## src/sv/rcle_pkg.sv

```systemverilog
// ----------------------------------------------------------------------------
// rcle_pkg
// Shared constants, types and the code conversion for the reply code line
// extractor.
// ----------------------------------------------------------------------------
`default_nettype none

package rcle_pkg;

  localparam int unsigned ByteW = 8;
  localparam int unsigned CodeW = 11;
  localparam int unsigned ValW  = 10;
  localparam int unsigned NumSlots = 3;

  localparam logic [ByteW-1:0] CrByte    = 8'h0D;
  localparam logic [ByteW-1:0] LfByte    = 8'h0A;
  localparam logic [ByteW-1:0] SpaceByte = 8'h20;
  localparam logic [ByteW-1:0] TabByte   = 8'h09;
  localparam logic [ByteW-1:0] PlusByte  = 8'h2B;
  localparam logic [ByteW-1:0] MinusByte = 8'h2D;
  localparam logic [ByteW-1:0] ZeroByte  = 8'h30;
  localparam logic [ByteW-1:0] NineByte  = 8'h39;

  typedef logic [NumSlots-1:0][ByteW-1:0] slots_t;

  typedef struct packed {
    logic                    valid;
    logic signed [CodeW-1:0] code;
  } result_t;

  function automatic logic is_space(input logic [ByteW-1:0] c);
    return (c == SpaceByte) || ((c >= TabByte) && (c <= CrByte));
  endfunction

  function automatic logic is_digit(input logic [ByteW-1:0] c);
    return (c >= ZeroByte) && (c <= NineByte);
  endfunction

  // Converts the lead slots the way atoi does, limited to three characters.
  function automatic logic signed [CodeW-1:0] convert_slots(input slots_t s);
    logic            neg;
    logic            in_digits;
    logic            stopped;
    logic [ValW-1:0] val;
    logic [ValW-1:0] dig;
    neg       = 1'b0;
    in_digits = 1'b0;
    stopped   = 1'b0;
    val       = '0;
    for (int k = 0; k < NumSlots; k++) begin
      dig = ValW'(s[k] - ZeroByte);
      if (!stopped) begin
        if (!in_digits) begin
          if (is_space(s[k])) begin
            stopped = 1'b0;
          end else if ((s[k] == PlusByte) || (s[k] == MinusByte)) begin
            neg       = (s[k] == MinusByte);
            in_digits = 1'b1;
          end else if (is_digit(s[k])) begin
            val       = dig;
            in_digits = 1'b1;
          end else begin
            stopped = 1'b1;
          end
        end else if (is_digit(s[k])) begin
          val = ValW'(val * ValW'(10) + dig);
        end else begin
          stopped = 1'b1;
        end
      end
    end
    return neg ? -$signed({1'b0, val}) : $signed({1'b0, val});
  endfunction

endpackage

`default_nettype wire

```

## src/sv/rcle_core.sv

```systemverilog
// ----------------------------------------------------------------------------
// rcle_core
// Line state of the extractor: keeps the lead slots, line position, CR flag
// and halt flag, and forms the result of one registered byte.
// ----------------------------------------------------------------------------
`default_nettype none

module rcle_core (
  input  wire logic                        clk_i,
  input  wire logic                        rst_ni,
  input  wire logic                        step_i,
  input  wire logic [rcle_pkg::ByteW-1:0]  data_byte_i,
  input  wire logic                        start_i,
  output rcle_pkg::result_t                result_o,
  output logic                             halted_o
);
  import rcle_pkg::*;

  slots_t     slots_q, slots_d;
  logic [1:0] pos_q, pos_d;
  logic       cr_q, cr_d;
  logic       halted_q, halted_d;

  logic signed [CodeW-1:0] code;
  slots_t                  slots_w;

  always_comb begin
    slots_d  = slots_q;
    pos_d    = pos_q;
    cr_d     = cr_q;
    halted_d = halted_q;
    result_o = '{valid: 1'b0, code: '0};
    slots_w  = slots_q;
    code     = '0;
    if (start_i) begin
      slots_d  = '0;
      pos_d    = '0;
      cr_d     = 1'b0;
      halted_d = 1'b0;
      result_o = '{valid: 1'b1, code: '0};
    end
    if (!halted_d) begin
      for (int k = 0; k < NumSlots; k++) begin
        if (pos_d == 2'(k)) begin
          slots_d[k] = data_byte_i;
        end
      end
      slots_w = slots_d;
      code    = convert_slots(slots_w);
      if (cr_d && (data_byte_i == LfByte)) begin
        pos_d = '0;
        cr_d  = 1'b0;
        if (code == '0) begin
          halted_d = 1'b1;
        end else begin
          result_o = '{valid: 1'b1, code: code};
        end
      end else begin
        if (pos_d != 2'd3) begin
          pos_d = pos_d + 2'd1;
        end
        cr_d = (data_byte_i == CrByte);
      end
    end
  end

  always_ff @(posedge clk_i or negedge rst_ni) begin
    if (!rst_ni) begin
      slots_q  <= '0;
      pos_q    <= '0;
      cr_q     <= 1'b0;
      halted_q <= 1'b1;
    end else if (step_i) begin
      slots_q  <= slots_d;
      pos_q    <= pos_d;
      cr_q     <= cr_d;
      halted_q <= halted_d;
    end
  end

  assign halted_o = halted_q;

endmodule

`default_nettype wire

```

## src/sv/reply_code_line_extractor.sv

```systemverilog
// ----------------------------------------------------------------------------
// reply_code_line_extractor
// Pulls the numeric reply code out of each CR LF terminated line of a
// server reply byte stream.
// ----------------------------------------------------------------------------
// Usage: each input request carries one byte of the reply buffer and a flag
// that marks the first byte of a new buffer. A start request yields a code 0
// and arms the block. When LF follows CR within a line, the first three
// bytes of that line are converted like atoi; a nonzero value is sent as a
// signed 11-bit reply code, a zero value halts the block until the next
// start. Any request produces at most one result.
// Throughput is one request per cycle while in_ready_o is high. The input
// register takes a request at its accepting edge, and the line logic writes
// the result register from it as soon as that register is free. When the
// receiver stalls, the result register holds and the input register fills;
// in_ready_o falls only when both are full and out_ready_i is low. Reset
// clears the slots and line state and leaves the block halted, waiting for
// a start request.
// ----------------------------------------------------------------------------
`default_nettype none

module reply_code_line_extractor (
  input  wire logic                               clk_i,
  input  wire logic                               rst_ni,
  input  wire logic                               in_valid_i,
  output logic                                    in_ready_o,
  input  wire logic [rcle_pkg::ByteW-1:0]         data_byte_i,
  input  wire logic                               start_of_buffer_i,
  output logic                                    out_valid_o,
  input  wire logic                               out_ready_i,
  output logic signed [rcle_pkg::CodeW-1:0]       reply_code_o
);
  import rcle_pkg::*;

  logic               s1_valid_q;
  logic [ByteW-1:0]   s1_byte_q;
  logic               s1_start_q;
  logic               out_valid_q;
  logic signed [CodeW-1:0] out_code_q;
  logic               out_free;
  logic               advance;
  logic               halted;
  result_t            res;

  assign out_free   = !out_valid_q || out_ready_i;
  assign advance    = s1_valid_q && out_free;
  assign in_ready_o = !s1_valid_q || out_free;

  always_ff @(posedge clk_i or negedge rst_ni) begin
    if (!rst_ni) begin
      s1_valid_q <= 1'b0;
    end else if (in_ready_o) begin
      s1_valid_q <= in_valid_i;
    end
  end

  always_ff @(posedge clk_i) begin
    if (in_ready_o && in_valid_i) begin
      s1_byte_q  <= data_byte_i;
      s1_start_q <= start_of_buffer_i;
    end
  end

  rcle_core u_core (
    .clk_i       (clk_i),
    .rst_ni      (rst_ni),
    .step_i      (advance),
    .data_byte_i (s1_byte_q),
    .start_i     (s1_start_q),
    .result_o    (res),
    .halted_o    (halted)
  );

  always_ff @(posedge clk_i or negedge rst_ni) begin
    if (!rst_ni) begin
      out_valid_q <= 1'b0;
    end else if (out_free) begin
      out_valid_q <= advance && res.valid;
    end
  end

  always_ff @(posedge clk_i) begin
    if (out_free && advance && res.valid) begin
      out_code_q <= res.code;
    end
  end

  assign out_valid_o  = out_valid_q;
  assign reply_code_o = out_code_q;

`ifndef SYNTH
  a_start_gives_zero: assert property (@(posedge clk_i) disable iff (!rst_ni)
    advance && s1_start_q |=> out_valid_o && (reply_code_o == '0))
    else $error("start request did not produce a zero code");

  a_halted_silent: assert property (@(posedge clk_i) disable iff (!rst_ni)
    advance && halted && !s1_start_q |=> !out_valid_o)
    else $error("halted block produced a result");

  a_code_range: assert property (@(posedge clk_i) disable iff (!rst_ni)
    out_valid_o |-> (reply_code_o >= -11'sd99) && (reply_code_o <= 11'sd999))
    else $error("reply code out of range");

  a_line_code_nonzero: assert property (@(posedge clk_i) disable iff (!rst_ni)
    advance && !s1_start_q && res.valid |-> (res.code != '0))
    else $error("line produced a zero code");
`endif

endmodule

`default_nettype wire
```

## config.mk

```make
export PLATFORM = sky130hd
export DESIGN_NAME = reply_code_line_extractor
export DESIGN_NICKNAME = d
export VERILOG_FILES = /design/src/sv/rcle_pkg.sv /design/src/sv/rcle_core.sv /design/src/sv/reply_code_line_extractor.sv
export SDC_FILE = /design/constraint.sdc
export NUM_CORES = 1
export LEC_CHECK = 0
export ABC_AREA = 0
export BUFFER_PORTS_ARGS = -buffer_cell sky130_fd_sc_hd__buf_2
export CAP_MARGIN = 10
export CORE_MARGIN = 4
export CORE_UTILIZATION = 64
export CTS_CLUSTER_DIAMETER = 50
export DETAILED_ROUTE_END_ITERATION = 8
export GPL_TIMING_DRIVEN = 0
export PLACE_DENSITY = 0.86
export SLEW_MARGIN = 10
export SYNTH_ARGS = -nofsm -noshare
export SYNTH_HDL_FRONTEND = slang
export SYNTH_HIERARCHICAL = 1
export SYNTH_SLANG_ARGS = --single-unit
```

## constraint.sdc

```tcl
create_clock -name clk_i -period 13.5 [get_ports clk_i]
set_input_delay 1.35 -clock clk_i [delete_from_list [all_inputs] [get_ports clk_i]]
set_output_delay 1.35 -clock clk_i [all_outputs]
set_load 0.02 [all_outputs]
```

Word level (Yosys, flattened, before mapping)
Cells that the tools add are included.

cells by class
  $add $sub $neg = 7
  $mul = 2
  divide/modulo/power cells = 0
  order comparisons = 12
  eq/ne operators = 14
  shift-type cells = 0
  mux-type cells = 73
  bitwise operators = 0
  reductions and logical operators = 24

operators by type and width
  kind                                                                                  number
  10-bit two-way mux                                                                    18
  8-bit by 6-bit == test with 1-bit output (second input constant)                      9
  12-bit two-way mux                                                                    4
  24-bit two-way mux                                                                    2
  8-bit two-way mux                                                                     6
  1-bit two-way mux                                                                     38
  8-bit by 6-bit subtractor with 9-bit output (second input constant)                   3
  8-bit by 4-bit greater-or-equal comparator with 1-bit output (second input constant)  3
  8-bit by 6-bit greater-or-equal comparator with 1-bit output (second input constant)  3
  8-bit by 4-bit <= comparator with 1-bit output (second input constant)                3
  8-bit by 6-bit <= comparator with 1-bit output (second input constant)                3
  10-bit adder                                                                          2
  10-bit by 3-bit multiplier with 9-bit output (second input constant)                  2
  8-bit by 4-bit == test with 1-bit output (second input constant)                      2
  1-bit logical AND                                                                     12
  11-bit logical NOT                                                                    1
  11-bit two-way mux                                                                    1
  10-bit negation with 11-bit output                                                    1
  1-bit logical OR                                                                      8
  2-bit two-way mux                                                                     4
  2-bit by 1-bit adder with 2-bit output (second input constant)                        1
  2-bit by 1-bit == test with 1-bit output (second input constant)                      1
  2-bit == test (second input constant)                                                 1
  1-bit logical NOT                                                                     2
  2 further kinds                                                                       2

storage, ports and cells
  flip-flop bits (word level) = 50
  latch bits = 0
  bits in writable memories = 0
  ROM bits = 0
  input bits = 13
  output and inout bits = 13
  word-level logic and storage cells = 143
  memories = 0

Longest topological paths before layout
  depth after elaboration = 29
  gate-level depth with buffers = 44
  mapped depth without buffers = 40

Modules after synthesis
Netlist, hierarchy kept.

by module, submodules not included
  module                     times used  cells each  area an instance (um2)  sequential area each (um2)
  rcle_core                  1           655         5237.5                  701.9
  reply_code_line_extractor  1           30          709.4                   650.6

Worst setup path after synthesis
Ideal clock, no wire load.

  path kind = register to register
  from = register s1_start_q
  to = register out_code_q[0], in the netlist reply_code_o[0], enable pin
  setup time = 0.380 ns
  arrival time = 8.998 ns
  data required time = 13.120 ns
  setup slack = 4.122 ns
  cell stages (with the launch flop) = 45
  buffers on the path = 4
  clock period less this slack = 9.378 ns
  cell sequence = edfxtp_1 > buf_6 > o21ba_4 > buf_6 > mux2_2 > inv_1 > ha_1 > o311ai_0 > o221a_2 > o21ai_2 > clkbuf_1 > or2_2 > clkbuf_1 > nor2_1 > mux2i_1 > ha_1 > inv_1 > fa_1 > [9 not listed] > inv_1 > ha_1 > ha_1 > xnor2_1 > ha_1 > o21ai_0 > o21bai_1 > a21oi_1 > xnor3_1 > or4_1 > and4b_1 > nor3_1 > or3_1 > o221a_2 > a211oi_4 > o21ai_1 > nand2_1 > nor2b_1

RTL lines
  what                    line                             source
  from (decl)             reply_code_line_extractor.sv:37  logic s1_start_q;
  from (signal assigned)  reply_code_line_extractor.sv:60  s1_start_q <= start_of_buffer_i;
  to (signal assigned)    reply_code_line_extractor.sv:84  out_code_q <= res.code;
  to (decl)               reply_code_line_extractor.sv:39  logic signed [CodeW-1:0] out_code_q;

==> flow_metrics.tcl <==
set metrics [dict create \
    path_clk_slew_ns 0.09 \
    worst-path-max-fanout 11 \
    ios 26 \
    synth_edf_count 20 \
    htreeDepth 2 \
    async_reset_ff_share_pct 60.0 \
    setup_viol_count_final 0 \
    grt_pass1_vias 5717 \
    crit_path_frequent_cell "ha_1" \
    yosys_warnings 6 \
    p_seq_share_pct 33.4 \
    synth-seq-cells 50 \
    switchingPower_mw 0.265 \
    grt_max_degree 31 \
    die_height_um 104 \
    synthFlopType "dfrtp_1" \
    antenna_left 0 \
    cts.sinks 50 \
    slew_headroom_pct 35.6 \
    cp-end-kind "register" \
    p_per_area_nw_per_um2 96.4 \
    syn-instance-count 685 \
    synthDistinctLibCells 98 \
    wl_met1_um 6690 \
    worstMarginPinSlew_ns 0.958 \
    swShare_pct 43.6 \
    final.min_clock_period_ns 11.19 \
    wl_per_cell_um 21.0 \
    clockPowerShare_pct 14.8 \
    grt_first_pass_wirelength_um 28600 \
    dr.pass1.iters 6 \
    wl_met3_um 1890 \
    required_ns 13.43 \
    finalHoldViolCount 0 \
    via_count 5927 \
    min_path_type "register to register" \
    cp-start-kind "register" \
    nNetsFinal 784 \
    place.gp.congestion 0.973 \
    intPower_mw 0.343 \
    overflow 0 \
    multi_input_area_um2 4280 \
    startpoint "s1_start_q$_DFFE_PP_" \
    vias_per_cell 7.18 \
    worstReg2RegStart "s1_start_q$_DFFE_PP_" \
    timing.final.crit_share_pct 82.9 \
    ff_latch_area_um2 1350 \
    holdCritStartpoint "u_core/slots_q[4]$_DFFE_PN0P_" \
    port-buffer-count 25 \
    crit_type "register to register" \
    fin_ws_ns 2.31 \
    met2_length_um 8060 \
    die_w_um 104 \
    cts-root-buf "clkbuf_8" \
    ys_seq_area_share_pct 22.7 \
    outcome "finished clean" \
    clock_latency_ns 0.30 \
    slowest_delay_ns 0.77 \
    fmax_mhz 89.4 \
    fin_setup_tns_ns 0 \
    syn_area_per_cell_um2 8.68 \
    top_layer_used "met4" \
    core_area_um2 8890 \
    skew_ns 0.00655 \
    dieArea_um2 10900 \
    slew_viol_final 0 \
    maxCapViolations 0 \
    dp_slack_ns 2.56 \
    final_cell_mix "nor2_1, ha_1, nand2_1" \
    cts_tree "yes" \
    cp_slowest_cell "nor3_1" \
    fill_cells 683 \
    drt-initial-drc-count 600 \
    cts_resized 0 \
    drt-total-wl_um 17400 \
    grt_usage_pct 31.8 \
    cts_hold_buf 0 \
    drc 0 \
    clockBufferDepth 2 \
    p_leak_nw 2.81 \
    start_util_pct 66.9 \
    post_cts_buffers 0 \
    antenna_found_initial 0 \
    rsz0062_at_grt "false" \
    layout-drive-gt1-share_pct 15.7 \
    cts_made_buffers 5 \
    p_comb_share_pct 51.8 \
    syn-num-nets 752 \
    synth_area_um2 5950 \
    crit_arrival_ns 11.12 \
    placementRows 34 \
    syn_to_final_growth_pct 5.98 \
    diodes 0 \
    peakVddDrop_uv 148 \
    place_hpwl_um 13300 \
]
critical path, delay by kind of cell, from the launching register on:
| kind | cells | cell delay, ns |
|---|---|---|
| flip-flops | 1 | 0.43 |
| adder cells (fa/ha/maj) | 7 | 2.18 |
| AND/OR/NAND/NOR | 8 | 2.72 |
| AO/OA/AOI/OAI | 13 | 3.12 |
| buffers and inverters | 7 | 1.17 |
| XOR/XNOR | 3 | 0.54 |
| multiplexers | 2 | 0.65 |
synthesized netlist by cell type (6+ instances only):
cell      number  area, um^2
ha_1          51         638
nor2_1        51         191
nand2_1       45         169
o21ai_0       40         200
inv_1         35         131
a21oi_1       32         160
dfrtp_1       29         726
nor3_1        26         130
xnor2_1       25         219
mux2i_1       24         240
nand3_1       21         105
edfxtp_1      20         601
mux2_2        16         180
clkbuf_1      14        52.6
a21o_1        13        97.6
a31oi_1       12        75.1
nand4_1       12        75.1
xor2_1        11        96.3
or2_2         10        62.6
or3_1         10        62.6
a211oi_1       8        60.1
nand2b_1       7        43.8
nor2b_1        7        43.8
nor4_1         7        43.8
or4_1          7        52.6
and3_1         6        37.5
buf_2          6        30.0
buf_4          6        45.0
o31ai_1        6        45.0
sequential cells by signal (all words and copies together), names as in the netlist:
| name | cells |
|---|---|
| out_valid_o | 1 |
| reply_code_o | 11 |
| s1_byte_q | 8 |
| s1_start_q | 1 |
| s1_valid_q | 1 |
| u_core/cr_q | 1 |
| u_core/halted_o | 1 |
| u_core/pos_q | 2 |
| u_core/slots_q | 24 |
per-layer routing:
metal,vias to the layer above,GRT usage (%)
met4,0,14.5
met3,77,3.48
met2,423,52.0
li1,2673,-
met1,2754,42.1
met5,-,0
cell families after synthesis:
kind of cell,Yosys count,share of synthesized area [%]
AOI/OAI and AO/OA,196,25.0
xor gates and xnor gates,37,5.68
adders and majority gates,54,11.7
buffers and inverters,67,5.24
DFF,50,22.7
muxes,44,8.06
and+or+nand+nor,237,21.5
through the flow:
step	cells	instance area, um^2	power (mW)	utilization (%)	hold slack [ns]
2_1_floorplan	685	5950	0.430	-	0.444
3_3_place_gp	818	6210	0.493	69.8	0.462
3_5_place_dp	818	6210	0.506	69.8	0.472
4_1_cts	826	6300	0.598	70.9	0.492
5_1_grt	826	6300	0.641	70.9	0.532
6_report	826	6300	0.608	70.9	0.504
area by class of cell:
cell class | count | share of cell area (%)
Multi-Input combinational cell | 568 | 68.0
Sequential cell | 50 | 21.5
Buffer | 31 | 2.80
Inverter | 36 | 2.14
Tap cell | 108 | 2.14
Timing Repair Buffer | 25 | 1.99
Clock buffer | 6 | 1.31
Clock inverter | 2 | 0.199
path summary, 6_finish.rpt:
| path | depth (start not counted) | slack [ns] | end |
|---|---|---|---|
| max in group asynchronous | 1 | 11.99 | u_core/slots_q[2]$_DFFE_PN0P_ |
| max reg2reg | 40 | 2.31 | reply_code_o[1]$_DFFE_PP_ |
| min in group asynchronous | 1 | 1.08 | u_core/slots_q[19]$_DFFE_PN0P_ |
| min | 2 | 0.50 | u_core/slots_q[4]$_DFFE_PN0P_ |
| min reg2reg | 2 | 0.50 | u_core/slots_q[4]$_DFFE_PN0P_ |
| max | 40 | 2.31 | reply_code_o[1]$_DFFE_PP_ |
power by group through the flow:
stage,registers (mW),clock network [mW],logic [mW]
floorplan,0.200,0,0.230
global placement,0.202,0,0.290
detailed placement,0.205,0,0.301
CTS,0.202,0.0911,0.306
global route,0.205,0.0970,0.339
finish,0.203,0.0898,0.315
Note: power is estimated with default switching activity, not from simulation.
